## src/sv/u8d_pkg.sv

```systemverilog
`timescale 1ns / 1ps
`default_nettype none

package u8d_pkg;

    localparam int CODE_W       = 21;
    localparam int LEN_W        = 3;

    // queue between front and back; depth must be a power of two
    localparam int QUEUE_DEPTH  = 4;
    localparam int QUEUE_PTR_W  = $clog2(QUEUE_DEPTH);
    localparam int QUEUE_CNT_W  = $clog2(QUEUE_DEPTH + 1);

    typedef struct packed {
        logic [7:0] byte_in;
        logic       end_of_buffer;
    } in_item_t;

    typedef struct packed {
        logic [CODE_W-1:0] code_point;
        logic [LEN_W-1:0]  seq_length;
        logic              last_of_run;
    } out_item_t;

    // up to two results per input byte, written in order
    typedef struct packed {
        logic [1:0] count;
        out_item_t  first;
        out_item_t  second;
    } push_t;

    typedef struct packed {
        logic [QUEUE_CNT_W-1:0] count;
    } queue_status_t;

endpackage

`default_nettype wire

```

## src/sv/utf8_stream_decoder.sv

```systemverilog
`timescale 1ns / 1ps
`default_nettype none

// channel  signals                              item
// byte     byte_valid / byte_ready / byte_item  in_item_t  (byte_in, end_of_buffer)
// char     char_valid / char_ready / char_item  out_item_t (code_point, seq_length,
//                                                           last_of_run)
//
// One byte per cycle is accepted while byte_ready is high; a result passes
// through a queue slot, then the output register. A byte that drops a pending
// sequence and yields a result of its own gives two results; the 4-entry
// queue absorbs that. byte_ready is low only when fewer than two queue slots
// are free. Reset (rst_n, async) clears the sequence state, queue and output.

module utf8_stream_decoder
    import u8d_pkg::*;
(
    input  wire logic     clk,
    input  wire logic     rst_n,
    input  wire logic     byte_valid,
    output logic          byte_ready,
    input  wire in_item_t byte_item,
    output logic          char_valid,
    input  wire logic     char_ready,
    output out_item_t     char_item
);

    logic          accept;
    push_t         push;
    logic          pop;
    logic          not_empty;
    out_item_t     head;
    queue_status_t q_status;

    assign accept = byte_valid && byte_ready;

    u8d_front u_front (
        .clk    (clk),
        .rst_n  (rst_n),
        .accept (accept),
        .item   (byte_item),
        .push   (push)
    );

    u8d_queue u_queue (
        .clk       (clk),
        .rst_n     (rst_n),
        .push      (push),
        .pop       (pop),
        .room      (byte_ready),
        .not_empty (not_empty),
        .head      (head),
        .status    (q_status)
    );

    u8d_back u_back (
        .clk        (clk),
        .rst_n      (rst_n),
        .not_empty  (not_empty),
        .head       (head),
        .pop        (pop),
        .char_valid (char_valid),
        .char_ready (char_ready),
        .char_item  (char_item)
    );

    a_queue_bound: assert property (@(posedge clk) disable iff (!rst_n)
        q_status.count <= QUEUE_CNT_W'(QUEUE_DEPTH))
        else $error("queue count over depth");

    a_no_push_when_full: assert property (@(posedge clk) disable iff (!rst_n)
        push.count != 2'd0 |-> q_status.count <= QUEUE_CNT_W'(QUEUE_DEPTH - 2))
        else $error("push into a queue without room");

    a_drain: assert property (@(posedge clk) disable iff (!rst_n)
        (q_status.count != '0 && (!char_valid || char_ready)) |=> char_valid)
        else $error("queued result not moved to output");

    a_error_zero: assert property (@(posedge clk) disable iff (!rst_n)
        (char_valid && char_item.seq_length == '0) |-> char_item.code_point == '0)
        else $error("error result with nonzero code point");

    a_ascii_range: assert property (@(posedge clk) disable iff (!rst_n)
        (char_valid && char_item.seq_length == LEN_W'(1))
            |-> char_item.code_point <= CODE_W'(8'h7F))
        else $error("one-byte result above 0x7F");

endmodule

`default_nettype wire

```

## src/sv/u8d_front.sv

```systemverilog
`timescale 1ns / 1ps
`default_nettype none

module u8d_front
    import u8d_pkg::*;
(
    input  wire logic     clk,
    input  wire logic     rst_n,
    input  wire logic     accept,
    input  wire in_item_t item,
    output push_t         push
);

    typedef enum logic [1:0] {
        LEAD_ASCII,
        LEAD_MULTI,
        LEAD_BAD
    } lead_kind_t;

    logic [CODE_W-1:0] acc_reg, acc_next;
    logic [1:0]        left_reg, left_next;
    logic [LEN_W-1:0]  tot_reg, tot_next;

    lead_kind_t        lead_kind;
    logic [4:0]        lead_payload;
    logic [1:0]        lead_more;
    logic              lead_emits;
    out_item_t         lead_res;
    logic [CODE_W-1:0] acc_shift;
    logic [1:0]        left_dec;
    push_t             push_raw;

    always_comb
    begin
        lead_kind    = LEAD_BAD;
        lead_payload = '0;
        lead_more    = '0;
        unique case (item.byte_in) inside
            8'b0???????:
            begin
                lead_kind = LEAD_ASCII;
            end
            8'b110?????:
            begin
                lead_kind    = LEAD_MULTI;
                lead_payload = item.byte_in[4:0];
                lead_more    = 2'd1;
            end
            8'b1110????:
            begin
                lead_kind    = LEAD_MULTI;
                lead_payload = {1'b0, item.byte_in[3:0]};
                lead_more    = 2'd2;
            end
            8'b11110???:
            begin
                lead_kind    = LEAD_MULTI;
                lead_payload = {2'b00, item.byte_in[2:0]};
                lead_more    = 2'd3;
            end
            default:
            begin
                lead_kind = LEAD_BAD;
            end
        endcase
    end

    // a multi-byte lead only stays silent when more bytes can follow
    assign lead_emits = !(lead_kind == LEAD_MULTI && !item.end_of_buffer);

    always_comb
    begin
        lead_res             = '0;
        lead_res.last_of_run = 1'b1;
        if (lead_kind == LEAD_ASCII)
        begin
            lead_res.code_point = {{(CODE_W-8){1'b0}}, item.byte_in};
            lead_res.seq_length = LEN_W'(1);
        end
    end

    assign acc_shift = {acc_reg[CODE_W-7:0], item.byte_in[5:0]};
    assign left_dec  = left_reg - 2'd1;

    always_comb
    begin
        acc_next  = acc_reg;
        left_next = left_reg;
        tot_next  = tot_reg;
        push_raw  = '0;

        if (left_reg == 2'd0 || item.byte_in[7:6] != 2'b10)
        begin
            // byte examined as a lead, possibly after dropping a pending sequence
            if (left_reg == 2'd0)
            begin
                push_raw.count = lead_emits ? 2'd1 : 2'd0;
                push_raw.first = lead_res;
            end
            else
            begin
                push_raw.count              = lead_emits ? 2'd2 : 2'd1;
                push_raw.first              = '0;
                push_raw.first.last_of_run  = !lead_emits;
                push_raw.second             = lead_res;
            end
            if (lead_emits)
            begin
                acc_next  = '0;
                left_next = '0;
                tot_next  = '0;
            end
            else
            begin
                acc_next  = {{(CODE_W-5){1'b0}}, lead_payload};
                left_next = lead_more;
                tot_next  = {1'b0, lead_more} + LEN_W'(1);
            end
        end
        else if (left_dec == 2'd0)
        begin
            push_raw.count                   = 2'd1;
            push_raw.first.code_point        = acc_shift;
            push_raw.first.seq_length        = tot_reg;
            push_raw.first.last_of_run       = 1'b1;
            acc_next  = '0;
            left_next = '0;
            tot_next  = '0;
        end
        else if (item.end_of_buffer)
        begin
            push_raw.count             = 2'd1;
            push_raw.first.last_of_run = 1'b1;
            acc_next  = '0;
            left_next = '0;
            tot_next  = '0;
        end
        else
        begin
            acc_next  = acc_shift;
            left_next = left_dec;
        end
    end

    always_comb
    begin
        push = push_raw;
        if (!accept)
        begin
            push.count = 2'd0;
        end
    end

    always_ff @(posedge clk or negedge rst_n)
    begin
        if (!rst_n)
        begin
            acc_reg  <= '0;
            left_reg <= '0;
            tot_reg  <= '0;
        end
        else if (accept)
        begin
            acc_reg  <= acc_next;
            left_reg <= left_next;
            tot_reg  <= tot_next;
        end
    end

endmodule

`default_nettype wire

```

## src/sv/u8d_queue.sv

```systemverilog
`timescale 1ns / 1ps
`default_nettype none

module u8d_queue
    import u8d_pkg::*;
(
    input  wire logic    clk,
    input  wire logic    rst_n,
    input  wire push_t   push,
    input  wire logic    pop,
    output logic         room,
    output logic         not_empty,
    output out_item_t    head,
    output queue_status_t status
);

    out_item_t              slot_reg [QUEUE_DEPTH];
    logic [QUEUE_PTR_W-1:0] wr_ptr_reg, wr_ptr_next;
    logic [QUEUE_PTR_W-1:0] rd_ptr_reg, rd_ptr_next;
    logic [QUEUE_CNT_W-1:0] count_reg, count_next;
    logic [QUEUE_PTR_W-1:0] wr_ptr_inc;

    // room for the worst case of two results from one byte
    assign room         = count_reg <= QUEUE_CNT_W'(QUEUE_DEPTH - 2);
    assign not_empty    = count_reg != '0;
    assign head         = slot_reg[rd_ptr_reg];
    assign status.count = count_reg;
    assign wr_ptr_inc   = wr_ptr_reg + QUEUE_PTR_W'(1);

    always_comb
    begin
        wr_ptr_next = wr_ptr_reg + QUEUE_PTR_W'(push.count);
        rd_ptr_next = rd_ptr_reg + QUEUE_PTR_W'(pop);
        count_next  = count_reg + QUEUE_CNT_W'(push.count) - QUEUE_CNT_W'(pop);
    end

    always_ff @(posedge clk)
    begin
        if (push.count != 2'd0)
        begin
            slot_reg[wr_ptr_reg] <= push.first;
        end
        if (push.count == 2'd2)
        begin
            slot_reg[wr_ptr_inc] <= push.second;
        end
    end

    always_ff @(posedge clk or negedge rst_n)
    begin
        if (!rst_n)
        begin
            wr_ptr_reg <= '0;
            rd_ptr_reg <= '0;
            count_reg  <= '0;
        end
        else
        begin
            wr_ptr_reg <= wr_ptr_next;
            rd_ptr_reg <= rd_ptr_next;
            count_reg  <= count_next;
        end
    end

endmodule

`default_nettype wire

```

## src/sv/u8d_back.sv

```systemverilog
`timescale 1ns / 1ps
`default_nettype none

module u8d_back
    import u8d_pkg::*;
(
    input  wire logic      clk,
    input  wire logic      rst_n,
    input  wire logic      not_empty,
    input  wire out_item_t head,
    output logic           pop,
    output logic           char_valid,
    input  wire logic      char_ready,
    output out_item_t      char_item
);

    logic      valid_reg, valid_next;
    out_item_t item_reg;

    assign pop        = not_empty && (!valid_reg || char_ready);
    assign valid_next = pop || (valid_reg && !char_ready);
    assign char_valid = valid_reg;
    assign char_item  = item_reg;

    always_ff @(posedge clk)
    begin
        if (pop)
        begin
            item_reg <= head;
        end
    end

    always_ff @(posedge clk or negedge rst_n)
    begin
        if (!rst_n)
        begin
            valid_reg <= 1'b0;
        end
        else
        begin
            valid_reg <= valid_next;
        end
    end

endmodule

`default_nettype wire

```

## config.mk

```make
export PLATFORM = sky130hd
export DESIGN_NAME = utf8_stream_decoder
export DESIGN_NICKNAME = d
export VERILOG_FILES = /design/src/sv/u8d_pkg.sv /design/src/sv/utf8_stream_decoder.sv /design/src/sv/u8d_front.sv /design/src/sv/u8d_queue.sv /design/src/sv/u8d_back.sv
export SDC_FILE = /design/constraint.sdc
export NUM_CORES = 1
export LEC_CHECK = 0
export ABC_AREA = 1
export BUFFER_PORTS_ARGS = -buffer_cell sky130_fd_sc_hd__buf_4
export CORE_MARGIN = 4
export CORE_UTILIZATION = 56
export DETAILED_ROUTE_END_ITERATION = 6
export PLACE_DENSITY = 0.77
export SLEW_MARGIN = 20
export SYNTH_ARGS = -nofsm -noshare
export SYNTH_HDL_FRONTEND = slang
export SYNTH_HIERARCHICAL = 1
export SYNTH_SLANG_ARGS = --single-unit
export TNS_END_PERCENT = 100
```

## constraint.sdc

```tcl
create_clock -name clk -period 3.1 [get_ports clk]
set_input_delay 0.465 -clock clk [delete_from_list [all_inputs] [get_ports clk]]
set_output_delay 0.465 -clock clk [all_outputs]
set_load 0.01 [all_outputs]
```

* After elaboration in Yosys (flattened, before gate mapping)
Memories as Yosys holds them, arrays and structs flattened. A register that Yosys moved wholly into a read port is not among the register bits.
Cells that the tools add are included.
** Word-level totals
- Bits in writable memories :: 100
- Logic and storage cells :: 73
- Bits in registers :: 28
- Input port bits :: 13
- Output and inout port bits :: 27
- Memories kept :: 1
** Memory list
- u_queue.slot_reg :: depth 4, width 25, rd ports 1, clocked after Yosys merged registers in 1, write ports 2, line u8d_queue.sv:17 : out_item_t slot_reg [QUEUE_DEPTH];
** Operators by class
- Mux-type cells :: 32
- Bitwise gates (word level) :: 1
- Equal/unequal tests :: 6
- Reductions and logical operators :: 18
- $add $sub $neg :: 7
- Magnitude comparators :: 1
** Operators by type and width (count)
- $mux 27 :: 2
- $mux 15 :: 3
- $mux 12 :: 2
- $mux 24 :: 1
- $pmux 5 s3 :: 1
- $mux 2 :: 7
- $mux 3 :: 4
- $mux 11 :: 1
- $mux 1 :: 8
- $logic_not 2->1 :: 3
- $pmux 2 s3 :: 1
- $reduce_bool 3->1 :: 2
- $eq 5x5->1 const B :: 1
- $mux 5 :: 1
- $eq 4x4->1 const B :: 1
- $logic_and 1x1->1 :: 4
- $pmux 2 s2 :: 1
- $add 2x1->3 const B :: 1
- $add 3x2->3 :: 1
- $eq 3x3->1 const B :: 1
- $le 3x2->1 const B :: 1
- $logic_not 1->1 :: 3
- $logic_or 1x1->1 :: 3
- $reduce_or 3->1 :: 1
- 11 further kinds :: 11

* Longest topological paths before layout
- Word-level depth :: 12
- Gate-level depth with buffers :: 15
- Depth with buffers taken out :: 14

* Modules after synthesis
Netlist, hierarchy kept.
** By module, submodules not included
- u8d_queue :: times used 1, cells an instance 752, sequential area each 3178.0 um2, area an instance 5979.5 um2
- u8d_front :: times used 1, cells an instance 221, sequential area each 500.5 um2, area an instance 1544.0 um2
- u8d_back :: times used 1, cells an instance 31, sequential area each 775.7 um2, area an instance 799.5 um2
- utf8_stream_decoder :: times used 1, cells an instance 2, sequential area each 0.0 um2, area an instance 7.5 um2

* Worst setup path before layout
Ideal clock, no wire load.
- Kind :: register -> register
- From :: register u_queue.count_reg[1], in the netlist u_queue/status[1]
- To :: memory u_queue/slot_reg[1][0] in the netlist's numbering (enable)
- Buffers on the path :: 2
- Data required time :: 2.718 ns
- Cell stages (with the launch flop) :: 12
- Period minus slack after synthesis :: 3.074 ns
- Setup slack :: 0.026 ns
- Setup time :: 0.382 ns
- Arrival time :: 2.692 ns
- Path through :: dfrtp_1 > a21oi_1 > nand2_1 > inv_1 > inv_2 > clkbuf_1 > nor3_1 > inv_2 > nor2_4 > nand2_2 > buf_2 > nand2_1
** RTL lines
- start, declared :: line u8d_queue.sv:20 : logic [QUEUE_CNT_W-1:0] count_reg, count_next;
- start signal, assigned :: line u8d_queue.sv:61 : count_reg <= count_next;
- end, declared :: line u8d_queue.sv:17

==> run metrics <==
worst setup margin around 0.52 ns; Max Cap Viol 0; first-iteration detailed-routing DRC count roughly 670; Post-Synthesis Cells just over 1k; Reg2Reg Depth 10; CTS HTree Levels 4; TritonCTS buffer count 17; Avg Inst Size Synth 8.281 um2; area of the multi-input gates ~3200 um2; area grow syn2layout 11.67%; # diodes 0; IO Port Bufs 39; Reg2Reg Setup Slack slightly above 0.5 ns; layout cells sized above 1 0.1536; vias post-DR 6632; mapped cell area approximately 8300 um2; initial antenna violation count 0; synthesized flop and latch total 153; clk buf depth 2; Startpoint Class flop; Worst-path clk slew roughly 0.060 ns; final hold viol count 0; Placeable Area around 15000 um2; vias in the first global route ~6.4k; number of detailed-route iterations in the first pass 6; path type of the worst setup path flop to flop; CP top delay family simple AND/OR/NAND/NOR gates; CP Data Required Time 3.21 ns; Post-route DRC 0; most common cell after layout, fill and taps aside nand2_1; most frequent cells in the layout nand2_1, nand3_1, edfxtp_1; die height 130.0 um; TNS Setup 0 ns; post-DR vias/cell between 5 and 6; Starting Density 0.5732; Largest register FFs 100; PwrDens between 800 and 900 nW/um2; slowest stage delay, CP approximately 0.40 ns; global-route wire length before repair 31800 um; minimum clock period between 2 and 3 ns; largest net degree at the start of global routing between 40 and 50; Final GP Congestion around 0.9; top-area cell type share of the netlist area 0.4506; Synth area leader edfxtp_1; Leakage 4.453 nW; IR drop worst, VDD approximately 0.00042 V; fin util 0.6401; chip width 130.0 um; clk_skew just under 0.006 ns; r2r startpoint u_front/left_reg[0]$_DFFE_PN0P_; Clock Latency Late Sink between 0.4 and 0.5 ns; crit share post-route 0.8332; Hold WC Path Type input pin to flop; setup violators final 0; Clock Sink Count 153; row cnt 44; Final Slew Violations 0; crit-path most repeated cell ha_1; placed cell count around 1.2k; CTS root buf clkbuf_16; crit path DAT 2.70 ns; Worst Setup EP u_queue/slot_reg[0][23]$_DFFE_PP_; Place WS around 0.32 ns; hold_buf cts 1; Resize count post-CTS 0; postcts setup bufs 0; fmax roughly 390 MHz; outcome finished, final reports clean; Crit. Startpoint u_front/left_reg[0]$_DFFE_PN0P_; Post-Layout Cell Count 1239; fillers ~1.3k; RSZ-0062 raised after global routing no; cells taking the most area after synthesis edfxtp_1, nand2_1, dfrtp_1; YS warnings 6; antenna viol nets, final 0; relative slew slack 0.5189; HPWL after detailed placement between 10000 and 15000 um; Seq/Total Area, Yosys 0.5347; post-synth cell types 32; Tightest Pin Transition approximately 0.72 ns; CTS tree yes; # nets final about 1.1k; storage element area about 4500 um2; total wire length 19440 um; routed len/inst ~16 um; total die area between 15000 and 20000 um2; Critical-path top delay cell dfrtp_1; total grt overflow 0; FF-to-FF End u_queue/slot_reg[0][23]$_DFFE_PP_; Worst Path Buf+Inv 3; largest fanout on the critical path 25; gr usage total 0.2459; Hold WS between 0.3 and 0.4 ns; I/O Pins 40; worst path cell trace inv_1 -> ha_1 -> inv_2 -> ha_1 -> o21ai_0 -> nor2_1 -> nor2_4 -> nand2_2 -> nand2_1 -> buf_12; Worst Setup End Kind flop; Worst path depth 10
where the power goes:
group / leakage (nW) / internal [mW] / total, mW / switching (mW)
clock: 0.255 / 1.09 / 1.84 / 0.757
sequential: 1.55 / 3.01 / 3.30 / 0.289
combinational: 2.64 / 1.05 / 3.13 / 2.08
total: 4.45 / 5.14 / 8.27 / 3.13
worst min-delay path, stage by stage:
cell     delay, ns
buf_4         0.07
inv_1         0.06
nand2_1       0.06
nand2_1       0.04
synthesized netlist by cell type, drive strengths merged:
master and instances:
nand3b 1, xor2 1, or2 25, nand3 128
fa 1, o21ai 21, conb 1, dfrtp 28
ha 9, nand2 419, buf 48, a21oi 6
nand4 1, nor3 9, clkbuf 16, edfxtp 125
a31oi 1, inv 113, nor2 51, o21a 2
per-stage QoR:
| step | power (mW) | area (um2) |
|---|---|---|
| finish | 8.269 | 9303 |
| global route | 8.810 | 9303 |
| CTS | 8.291 | 9301 |
| detailed placement | 6.438 | 8773 |
| global placement | 6.343 | 8773 |
| floorplan | 5.363 | 8387 |
area by class of cell:
cell class	instances	area share
Clock inverter	4	0.002152
Clock buffer	28	0.05353
Sequential cell	153	0.4791
Multi-Input combinational cell	691	0.3387
Tap cell	184	0.02475
Inverter	113	0.04560
Timing Repair Buffer	66	0.05622
kinds of logic (layout without fill, tap and decap cells):
family | after synthesis | after routing | share of synthesized area
flops | 153 | 153 | 0.5347
compound gates | 30 | 30 | 0.02643
xor+xnor | 1 | 1 | 0.001052
buf+inv | 177 | 211 | 0.09477
simple gates | 634 | 634 | 0.3267
other cells | 1 | 16 | 0.0004502
fa+ha+maj | 10 | 10 | 0.01592
per-layer routing:
metal	wire, um	vias up	GRT usage
li1	-	3233	-
met1	8037	3045	0.3278
met2	9236	320	0.3973
met3	1732	34	0.05321
met4	434	0	0.09474
met5	0	-	0
worst min path at each step:
stage	slack (ns)	startpoint	cells past startpoint	to
after floorplan	0.17	rst_n	0	u_back/char_valid$_DFF_PN0_
after global placement	0.41	rst_n	1	u_front/tot_reg[0]$_DFFE_PN0P_
after detailed placement	0.42	rst_n	1	u_front/tot_reg[0]$_DFFE_PN0P_
after CTS	0.31	char_ready	4	u_back/char_valid$_DFF_PN0_
after global routing	0.33	char_ready	4	u_back/char_valid$_DFF_PN0_
final	0.33	char_ready	4	u_back/char_valid$_DFF_PN0_
(Power assumes the default switching activity.)
